--- src/hdl/cfpr_pkg.sv ---
// Package for the framed packet receiver: constants, result type, CRC-32 byte update.
`default_nettype none
package cfpr_pkg;

  localparam int unsigned MAX_PAYLOAD  = 4096;
  localparam int unsigned HEADER_BYTES = 20;

  localparam logic [31:0] CRC_POLY = 32'hEDB88320;
  localparam logic [31:0] CRC_INIT = 32'hFFFFFFFF;

  // output queue, power of two
  localparam int unsigned OUT_DEPTH = 4;
  localparam int unsigned PTR_W     = $clog2(OUT_DEPTH);
  localparam int unsigned CNT_W     = $clog2(OUT_DEPTH + 1);

  localparam logic [2:0] ST_OK         = 3'd0;
  localparam logic [2:0] ST_CLOSED     = 3'd1;
  localparam logic [2:0] ST_BAD_HEADER = 3'd2;
  localparam logic [2:0] ST_TOO_LARGE  = 3'd3;
  localparam logic [2:0] ST_CRC        = 3'd4;

  localparam logic KIND_BYTE = 1'b0;
  localparam logic KIND_END  = 1'b1;

  localparam logic [1:0] CFG_MAGIC    = 2'd0;
  localparam logic [1:0] CFG_VERSION  = 2'd1;
  localparam logic [1:0] CFG_CAPACITY = 2'd2;

  localparam logic [15:0] MAGIC_RST    = 16'd0;
  localparam logic [7:0]  VERSION_RST  = 8'd1;
  localparam logic [15:0] CAPACITY_RST = 16'd4096;

  typedef struct packed {
    logic        kind;
    logic [7:0]  payload;
    logic [2:0]  status;
    logic [7:0]  frame_type;
    logic [31:0] sequence_number;
    logic [31:0] sender_time;
    logic [31:0] length_field;
    logic [31:0] header_crc;
    logic [31:0] computed_crc;
  } result_t;

  function automatic logic [31:0] crc_byte(input logic [31:0] crc, input logic [7:0] b);
    logic [31:0] c;
    c = crc ^ {24'd0, b};
    for (int k = 0; k < 8; k++) begin
      c = (c >> 1) ^ (CRC_POLY & {32{c[0]}});
    end
    return c;
  endfunction

  function automatic result_t make_end(input logic [2:0] st, input logic [7:0] typ,
                                       input logic [31:0] seq, input logic [31:0] tim,
                                       input logic [31:0] len, input logic [31:0] hcrc,
                                       input logic [31:0] comp);
    result_t r;
    r.kind            = KIND_END;
    r.payload         = 8'd0;
    r.status          = st;
    r.frame_type      = typ;
    r.sequence_number = seq;
    r.sender_time     = tim;
    r.length_field    = len;
    r.header_crc      = hcrc;
    r.computed_crc    = comp;
    return r;
  endfunction

  function automatic result_t make_byte(input logic [7:0] b);
    result_t r;
    r         = '0;
    r.kind    = KIND_BYTE;
    r.payload = b;
    return r;
  endfunction

endpackage
`default_nettype wire

--- src/hdl/crc_framed_packet_receiver_core.sv ---
// Top level: header parser, payload CRC-32 check and output queue of the frame receiver.
// Results are written into the output queue when their byte beat is accepted.
// Throughput: one byte beat per cycle while in_stall is low; the last payload byte
//   yields two results, which leave the 4-entry output queue one at a time. in_stall
//   is high while the queue has fewer than two free entries.
// Reset: parser back to header, queue emptied, registers to magic 0, version 1,
//   capacity 4096. Ready in the cycle after reset.
`default_nettype none
module crc_framed_packet_receiver_core (
  input  wire logic        clk,
  input  wire logic        rst,
  input  wire logic        in_valid,
  output logic             in_stall,
  input  wire logic [7:0]  data_byte,
  input  wire logic        link_closed,
  output logic             out_valid,
  input  wire logic        out_stall,
  output logic             result_kind,
  output logic [7:0]       payload_byte,
  output logic [2:0]       status,
  output logic [7:0]       frame_type,
  output logic [31:0]      sequence_number,
  output logic [31:0]      sender_time,
  output logic [31:0]      length_field,
  output logic [31:0]      header_crc,
  output logic [31:0]      computed_crc,
  input  wire logic        cfg_valid,
  output logic             cfg_ready,
  input  wire logic [1:0]  cfg_index,
  input  wire logic [15:0] cfg_data
);
  import cfpr_pkg::*;

  typedef enum logic {PH_HEADER, PH_PAYLOAD} phase_t;

  phase_t      phase, phase_next;
  logic [15:0] byte_position, byte_position_next;
  logic [15:0] magic_seen, magic_seen_next;
  logic [7:0]  version_seen, version_seen_next;
  logic [7:0]  type_seen, type_seen_next;
  logic [31:0] sequence_seen, sequence_seen_next;
  logic [31:0] time_seen, time_seen_next;
  logic [31:0] length_seen, length_seen_next;
  logic [31:0] crc_seen, crc_seen_next;
  logic [31:0] running_crc, running_crc_next;

  logic [15:0] expected_magic;
  logic [7:0]  expected_version;
  logic [15:0] capacity_limit;

  result_t            queue [OUT_DEPTH];
  logic [PTR_W-1:0]   wr_ptr, rd_ptr;
  logic [CNT_W-1:0]   count;
  result_t            res0, res1;
  logic [1:0]         n_push;
  logic               in_acc, out_acc;
  logic               push_end;

  assign in_stall  = count > CNT_W'(OUT_DEPTH - 2);
  assign in_acc    = in_valid && !in_stall;
  assign out_valid = count != '0;
  assign out_acc   = out_valid && !out_stall;
  assign cfg_ready = 1'b1;

  always_comb begin
    logic [15:0] pos_inc;
    logic [31:0] crc_new;
    logic [31:0] crc_hdr;
    phase_next         = phase;
    byte_position_next = byte_position;
    magic_seen_next    = magic_seen;
    version_seen_next  = version_seen;
    type_seen_next     = type_seen;
    sequence_seen_next = sequence_seen;
    time_seen_next     = time_seen;
    length_seen_next   = length_seen;
    crc_seen_next      = crc_seen;
    running_crc_next   = running_crc;
    res0     = '0;
    res1     = '0;
    n_push   = 2'd0;
    push_end = 1'b0;
    pos_inc  = byte_position + 16'd1;
    crc_new  = crc_byte(running_crc, data_byte);
    crc_hdr  = {crc_seen[23:0], data_byte};
    if (in_acc) begin
      if (link_closed) begin
        res0     = make_end(ST_CLOSED, type_seen, sequence_seen, time_seen, length_seen,
                            crc_seen, 32'd0);
        n_push   = 2'd1;
        push_end = 1'b1;
      end else begin
        case (phase)
          PH_PAYLOAD: begin
            res0               = make_byte(data_byte);
            n_push             = 2'd1;
            running_crc_next   = crc_new;
            byte_position_next = pos_inc;
            if ({16'd0, pos_inc} >= length_seen) begin
              res1     = make_end((~crc_new == crc_seen) ? ST_OK : ST_CRC, type_seen,
                                  sequence_seen, time_seen, length_seen, crc_seen, ~crc_new);
              n_push   = 2'd2;
              push_end = 1'b1;
            end
          end
          default: begin
            if (byte_position < 16'd2) begin
              magic_seen_next = {magic_seen[7:0], data_byte};
            end else if (byte_position == 16'd2) begin
              version_seen_next = data_byte;
            end else if (byte_position == 16'd3) begin
              type_seen_next = data_byte;
            end else if (byte_position < 16'd8) begin
              sequence_seen_next = {sequence_seen[23:0], data_byte};
            end else if (byte_position < 16'd12) begin
              time_seen_next = {time_seen[23:0], data_byte};
            end else if (byte_position < 16'd16) begin
              length_seen_next = {length_seen[23:0], data_byte};
            end else begin
              crc_seen_next = crc_hdr;
            end
            byte_position_next = pos_inc;
            if (byte_position == 16'(HEADER_BYTES - 1)) begin
              if (magic_seen != expected_magic || version_seen != expected_version) begin
                res0     = make_end(ST_BAD_HEADER, type_seen, sequence_seen, time_seen,
                                    length_seen, crc_hdr, 32'd0);
                n_push   = 2'd1;
                push_end = 1'b1;
              end else if (length_seen > 32'(MAX_PAYLOAD) ||
                           length_seen > {16'd0, capacity_limit}) begin
                res0     = make_end(ST_TOO_LARGE, type_seen, sequence_seen, time_seen,
                                    length_seen, crc_hdr, 32'd0);
                n_push   = 2'd1;
                push_end = 1'b1;
              end else if (length_seen == 32'd0) begin
                res0     = make_end((~running_crc == crc_hdr) ? ST_OK : ST_CRC, type_seen,
                                    sequence_seen, time_seen, length_seen, crc_hdr,
                                    ~running_crc);
                n_push   = 2'd1;
                push_end = 1'b1;
              end else begin
                phase_next         = PH_PAYLOAD;
                byte_position_next = 16'd0;
                running_crc_next   = CRC_INIT;
              end
            end
          end
        endcase
      end
      if (push_end) begin
        phase_next         = PH_HEADER;
        byte_position_next = 16'd0;
        magic_seen_next    = 16'd0;
        version_seen_next  = 8'd0;
        type_seen_next     = 8'd0;
        sequence_seen_next = 32'd0;
        time_seen_next     = 32'd0;
        length_seen_next   = 32'd0;
        crc_seen_next      = 32'd0;
        running_crc_next   = CRC_INIT;
      end
    end
  end

  always_ff @(posedge clk) begin
    if (rst) begin
      phase            <= PH_HEADER;
      byte_position    <= 16'd0;
      magic_seen       <= 16'd0;
      version_seen     <= 8'd0;
      type_seen        <= 8'd0;
      sequence_seen    <= 32'd0;
      time_seen        <= 32'd0;
      length_seen      <= 32'd0;
      crc_seen         <= 32'd0;
      running_crc      <= CRC_INIT;
      expected_magic   <= MAGIC_RST;
      expected_version <= VERSION_RST;
      capacity_limit   <= CAPACITY_RST;
    end else begin
      phase         <= phase_next;
      byte_position <= byte_position_next;
      magic_seen    <= magic_seen_next;
      version_seen  <= version_seen_next;
      type_seen     <= type_seen_next;
      sequence_seen <= sequence_seen_next;
      time_seen     <= time_seen_next;
      length_seen   <= length_seen_next;
      crc_seen      <= crc_seen_next;
      running_crc   <= running_crc_next;
      if (cfg_valid && cfg_ready) begin
        case (cfg_index)
          CFG_MAGIC:    expected_magic   <= cfg_data;
          CFG_VERSION:  expected_version <= cfg_data[7:0];
          CFG_CAPACITY: capacity_limit   <= cfg_data;
          default: ;
        endcase
      end
    end
  end

  // output queue
  always_ff @(posedge clk) begin
    if (rst) begin
      wr_ptr <= '0;
      rd_ptr <= '0;
      count  <= '0;
    end else begin
      wr_ptr <= wr_ptr + PTR_W'(n_push);
      if (out_acc) begin
        rd_ptr <= rd_ptr + PTR_W'(1);
      end
      count <= count + CNT_W'(n_push) - CNT_W'(out_acc);
    end
  end

  always_ff @(posedge clk) begin
    if (n_push != 2'd0) begin
      queue[wr_ptr] <= res0;
    end
    if (n_push == 2'd2) begin
      queue[wr_ptr + PTR_W'(1)] <= res1;
    end
  end

  assign result_kind     = queue[rd_ptr].kind;
  assign payload_byte    = queue[rd_ptr].payload;
  assign status          = queue[rd_ptr].status;
  assign frame_type      = queue[rd_ptr].frame_type;
  assign sequence_number = queue[rd_ptr].sequence_number;
  assign sender_time     = queue[rd_ptr].sender_time;
  assign length_field    = queue[rd_ptr].length_field;
  assign header_crc      = queue[rd_ptr].header_crc;
  assign computed_crc    = queue[rd_ptr].computed_crc;

  a_count_bound: assert property (@(posedge clk) disable iff (rst)
    count <= CNT_W'(OUT_DEPTH))
    else $error("output queue overfilled");

  a_count_hold: assert property (@(posedge clk) disable iff (rst)
    (!in_acc && !out_acc) |=> $stable(count))
    else $error("queue count moved without a beat");

  a_restart: assert property (@(posedge clk) disable iff (rst)
    push_end |=> (phase == PH_HEADER && byte_position == 16'd0 && running_crc == CRC_INIT))
    else $error("parser did not restart after frame end");

  a_payload_len: assert property (@(posedge clk) disable iff (rst)
    phase == PH_PAYLOAD |-> (length_seen != 32'd0 && length_seen <= 32'(MAX_PAYLOAD) &&
                             {16'd0, byte_position} < length_seen))
    else $error("payload position outside announced length");

  a_byte_status: assert property (@(posedge clk) disable iff (rst)
    (out_valid && result_kind == KIND_BYTE) |-> (status == ST_OK && computed_crc == 32'd0))
    else $error("payload beat carries end fields");

endmodule
`default_nettype wire

--- config.mk ---
export PLATFORM = sky130hd
export DESIGN_NAME = crc_framed_packet_receiver_core
export DESIGN_NICKNAME = d
export VERILOG_FILES = /design/src/hdl/cfpr_pkg.sv /design/src/hdl/crc_framed_packet_receiver_core.sv
export SDC_FILE = /design/constraint.sdc
export NUM_CORES = 2
export LEC_CHECK = 0
export ABC_AREA = 1
export BUFFER_PORTS_ARGS = -buffer_cell sky130_fd_sc_hd__buf_4
export CORE_MARGIN = 4
export CORE_UTILIZATION = 67
export DETAILED_ROUTE_END_ITERATION = 7
export PLACE_DENSITY_LB_ADDON = 0.12
export SYNTH_ARGS = -nofsm -noshare
export SYNTH_HDL_FRONTEND = slang
export SYNTH_SLANG_ARGS = --single-unit
export TNS_END_PERCENT = 50
--- constraint.sdc ---
create_clock -name clk -period 13.14 [get_ports clk]
set_clock_uncertainty 0.1 [all_clocks]
set_input_delay 0 -clock clk [delete_from_list [all_inputs] [get_ports clk]]
set_output_delay 0 -clock clk [all_outputs]
set_load 0.05 [all_outputs]
; After elaboration in Yosys (flattened, before gate mapping)
; Memories as Yosys holds them, arrays and structs flattened. A register that Yosys moved wholly into a read port is not among the register bits.
; Cells that the tools add are included.
[word_totals]
ff_bits = 256
mem_bits_rw = 720
inputBits = 32
output_inout_bits = 183
wordCells = 196
n_memories = 1
[op_classes]
add_sub_neg = 6
magnitude_cmp = 8
n_eq_ne = 21
mux = 104
bitwise_logic = 11
reduce_logical = 29
[memory_table]
columns = name, depth, width, rd, rd_clocked_by_memory_dff, wr, line_no
row1 = queue, 4, 180, 1, 1, 2, crc_framed_packet_receiver_core.sv:51  ; result_t queue [OUT_DEPTH];
[ops]
columns = op, count
row1 = $mux 180, 11
row2 = $mux 32, 40
row3 = $xor 31x32->32, 8
row4 = $mux 16, 11
row5 = $mux 8, 11
row6 = $eq 32x32->1, 2
row7 = $not 32->32, 2
row8 = $eq 16x2->1 const B, 2
row9 = $ge 16x32->1, 1
row10 = $gt 32x13->1 const B, 1
row11 = $gt 32x16->1, 1
row12 = $logic_not 32->1, 1
row13 = $lt 16x4->1 const B, 2
row14 = $xor 32x8->32, 1
row15 = $mux 1, 23
row16 = $reduce_and 9->1, 2
row17 = $add 16x1->16 const B, 1
row18 = $eq 16x5->1 const B, 1
row19 = $lt 16x2->1 const B, 1
row20 = $lt 16x5->1 const B, 1
row21 = $ne 16x16->1, 1
row22 = $ne 2x1->1 const B, 8
row23 = $reduce_bool 2->1, 7
row24 = $mux 2, 6
row25 = 21 further kinds, 34

; Logic depth before layout (Yosys ltp)
[logic_depth]
word_depth = 16
depth_mapped = 30

; Least setup slack after synthesis
; No wires, ideal clock.
[synth_path]
kind = flip-flop to flip-flop
startpoint = register byte_position[0]
endpoint = memory queue[0][0] (netlist name), enable pin
setup_ns = 1.384
arrival_ns = 5.910
t_required_ns = 11.656
path_slack_ns = 5.745
stages_incl_launch_ff = 20
period_less_slack_ns = 7.395
cell_sequence = dfxtp_1 -> ha_1 -> nand3_1 -> nor3_1 -> nand2_1 -> nor2_1 -> nand3_1 -> nor3_1 -> xor2_1 -> ha_1 -> nand2_1 -> nor2_1 -> a211oi_1 -> nand2_1 -> nand4_1 -> inv_1 -> nand2_1 -> clkbuf_1 -> clkbuf_1 -> nand2_1
[synth_lines]
columns = element, line_no
row1 = from (decl), crc_framed_packet_receiver_core.sv:37  ; logic [15:0] byte_position, byte_position_next;
row2 = from (signal assigned), crc_framed_packet_receiver_core.sv:182  ; byte_position <= byte_position_next;
row3 = to (decl), crc_framed_packet_receiver_core.sv:51

==> qor.csv <==
metric,value,unit
Pint,5.76,mW
CP Buf/Inv Count,5,
vias in the first global route,37500,
Net Switching,3.47,mW
outcome,finished with violations,
worst hold path type,input pin to register,
"commonest cells after routing, fill and taps aside","nor2_1 (993), edfxtp_1 (680), nand2_1 (598)",
Inst Count DP,5927,
Initial Utilization,68.0,%
CTS Buf Count,97,
area growth from synthesis to layout,11.3,%
Max Cap Viol,0,
CP Cell Sequence,inv_1 > nand4_1 > inv_1 > nand2_1 > nor2_1 > nand3b_1 > nand4_1 > nand2_1 > a31oi_4 > buf_4 > nand2_2 > nand2_4 > buf_4 > buf_4,
Worst-Skew Late Latency,0.66,ns
drt wl/cell,22.6,um
die area,72900,sq um
core area,67600,sq um
Rows,95,
DP HPWL,81200,um
Worst-Margin Slew,1.59,ns
# diodes,0,
Reg power frac,38.7,%
Setup Crit Path Kind,register to register,
post-layout min period,6.97,ns
fin cells,6151,
"commonest non-fill, non-tap cell in the layout",nor2_1,
CTS sink count,978,
Setup crit start,length_seen[29]$_SDFFE_PP0P_,
"Arr. time, crit path",7.14,ns
clk slew on worst S/H paths,0.06,ns
synth unique cells,44,
1st-iter DRT viols,5832,
die height,270,um
grt total ovfl,0,
antenna violations before repair,2,
Synth Warn #,0,
P_leak,18.4,nW
CP top delay family,simple AND/OR/NAND/NOR gates,
H-Tree Depth,3,
"Largest stage delay, worst path",1.15,ns
gp weighted congestion,1.01,
ys async rst share,0,%
P per Cell Area,180,nW/um^2
DRT antenna net count,0,
crit path launch type,register,
area of the multi-input gates,16800,sq um
Comb pwr share,31.1,%
syn_nets,5234,
largest net degree at the start of global routing,226,
Horiz. Die Dim,270,um
Pwr Total,9.23,mW
port bufs,213,
mean post-synth cell area,8.91,sq um
final net count,5270,
Tcrit/Tclk final,53.1,%
number of synthesized flops with an enable pin,680,
post-synthesis sequential area ratio,57.3,%
routed vias/inst,6.44,
first-pass GRT wire length,214000,um
crit end category,register,
"Setup Fix Bufs, Post-CTS",0,
cell repeated most along the worst path,buf_4,
Root Buffer,clkbuf_16,
utilization after layout,75.7,%
final setup vio count,0,
Fill cells,4818,
Main synth FF type,edfxtp_1,
Final Hold Fails,0,
post-route DRC violation count,0,
Resize count post-CTS,0,
failing checks,max-slew violations,
Slew Limit Fails,115,
HP Start,cfg_data[0],
clock share of power,30.3,%
CTS tree,yes,
Worst Path Required,13.30,ns
RSZ-0062 raised after global routing,false,
total wire length,139000,um
Fmax achieved,143,MHz
Reg-to-Reg Start,length_seen[29]$_SDFFE_PP0P_,
io pins,215,
slowest cell on the critical path,nand2_4,
crit path max fanout,109,
clock buffer depth,3,
layout cell share with drive strength beyond 1,9.11,%
sequential standard cell area,26400,sq um
Setup TNS Final,0,ns
GRT Util Overall,37.0,%
Post-Syn Instances,5161,
1st-pass router iterations,7,
Vias,39600,
Peak VDD IR,0.183,mV
Synth Cell Area,46000,sq um
CTS Hold Buffers Added,44,
synthesized flop and latch total,978,
Max-slew headroom,-5.76,%
sw frac,37.6,%
-- worst reg2reg max path, cell delays in order, from the launching register on --
cell and delay (ns):
dfxtp_1 0.31, inv_1 0.13, nand4_1 0.22, inv_1 0.10
nand2_1 0.05, nor2_1 0.25, nand3b_1 0.24, nand4_1 0.22
nand2_1 0.12, a31oi_4 0.14, buf_4 0.81, nand2_2 0.98
nand2_4 1.15, buf_4 0.80, buf_4 0.90
-- routing by layer --
metal | vias to the layer above | part of all wire [%] | GRT usage [%]
li1 | 17900 | - | -
met1 | 18600 | 38 | 50.9
met2 | 2741 | 46 | 58.5
met3 | 395 | 12 | 6.64
met4 | 2 | 4.0 | 15.7
met5 | - | 0.0093 | 0
-- cells in the mapped netlist, types with 3 or more instances --
cell / n / area share, %
nor3_1: 41 / 0.45
clkbuf_1: 239 / 1.9
o22ai_1: 315 / 4.3
buf_6: 22 / 0.54
or2_2: 6 / 0.082
edfxtp_1: 680 / 44
nor2_4: 9 / 0.22
xnor2_1: 23 / 0.44
nand2_1: 610 / 5.0
nand4_1: 27 / 0.37
nor3_2: 4 / 0.087
clkinv_1: 4 / 0.033
o21ai_0: 582 / 6.3
nand2_2: 9 / 0.12
nor2_1: 996 / 8.1
nand3_1: 410 / 4.5
inv_2: 16 / 0.13
buf_2: 68 / 0.74
inv_1: 318 / 2.6
nand3b_1: 9 / 0.15
a21oi_1: 311 / 3.4
ha_1: 40 / 1.1
buf_1: 22 / 0.18
nor4_1: 3 / 0.041
xor2_1: 57 / 1.1
dfxtp_1: 298 / 13
nor2_2: 5 / 0.068
buf_4: 17 / 0.28
-- per-stage QoR --
stage	cell area, sq um	hold slack [ns]	setup slack (ns)
floorplan	46000	0.0304	5.75
global placement	47500	0.173	6.52
detailed placement	47500	0.177	6.39
CTS	51200	0.0501	6.35
global route	51200	0.114	5.94
finish	51200	0.100	6.17
-- power by group through the flow --
stage,clock (mW),combinational [mW],sequential (mW)
after floorplan,0,1.98,3.60
after global placement,0,2.77,3.62
after detailed placement,0,2.80,3.63
after CTS,2.79,2.82,3.57
after global routing,2.93,3.03,3.58
final,2.79,2.87,3.57
-- final timing paths --
kind / slack, ns / endpoint / depth (start not counted)
setup / recovery: 6.17 / queue[1][150]$_DFFE_PP_ / 14
hold / removal: 0.10 / expected_version[0]$_SDFFE_PP1P_ / 4
setup reg to reg: 6.17 / queue[1][150]$_DFFE_PP_ / 14
hold reg to reg: 0.36 / capacity_limit[14]$_SDFFE_PP0P_ / 2
-- cell type report --
cell class                 instances  area share (%)
multi-input combinational       3477            32.7
clock buffer                     139            5.60
clock inverter                    41           0.677
timing repair buffer             305            4.79
tap                              873            2.13
inverter                         338            2.51
sequential                       978            51.6
-- logic make-up (layout without fill, tap and decap cells) --
kind of cell	Yosys count	count (layout)	synth area share (%)
buf+inv	706	823	6.44
fa+ha+maj	41	41	1.13
simple gates	2131	2131	19.2
xor+xnor	82	82	1.63
other cells	1	1	0.00815
compound gates	1222	1222	14.2
flops	978	978	57.3
-- flip-flops by register name (all words and copies together) (netlist names), named ones only --
register,count
byte_position,16
capacity_limit,16
count,3
crc_seen,32
expected_magic,16
expected_version,8
length_seen,32
magic_seen,16
phase,1
queue,720
rd_ptr,2
running_crc,32
sequence_seen,32
time_seen,32
type_seen,8
version_seen,8
wr_ptr,2
(Power assumes the default switching activity.)
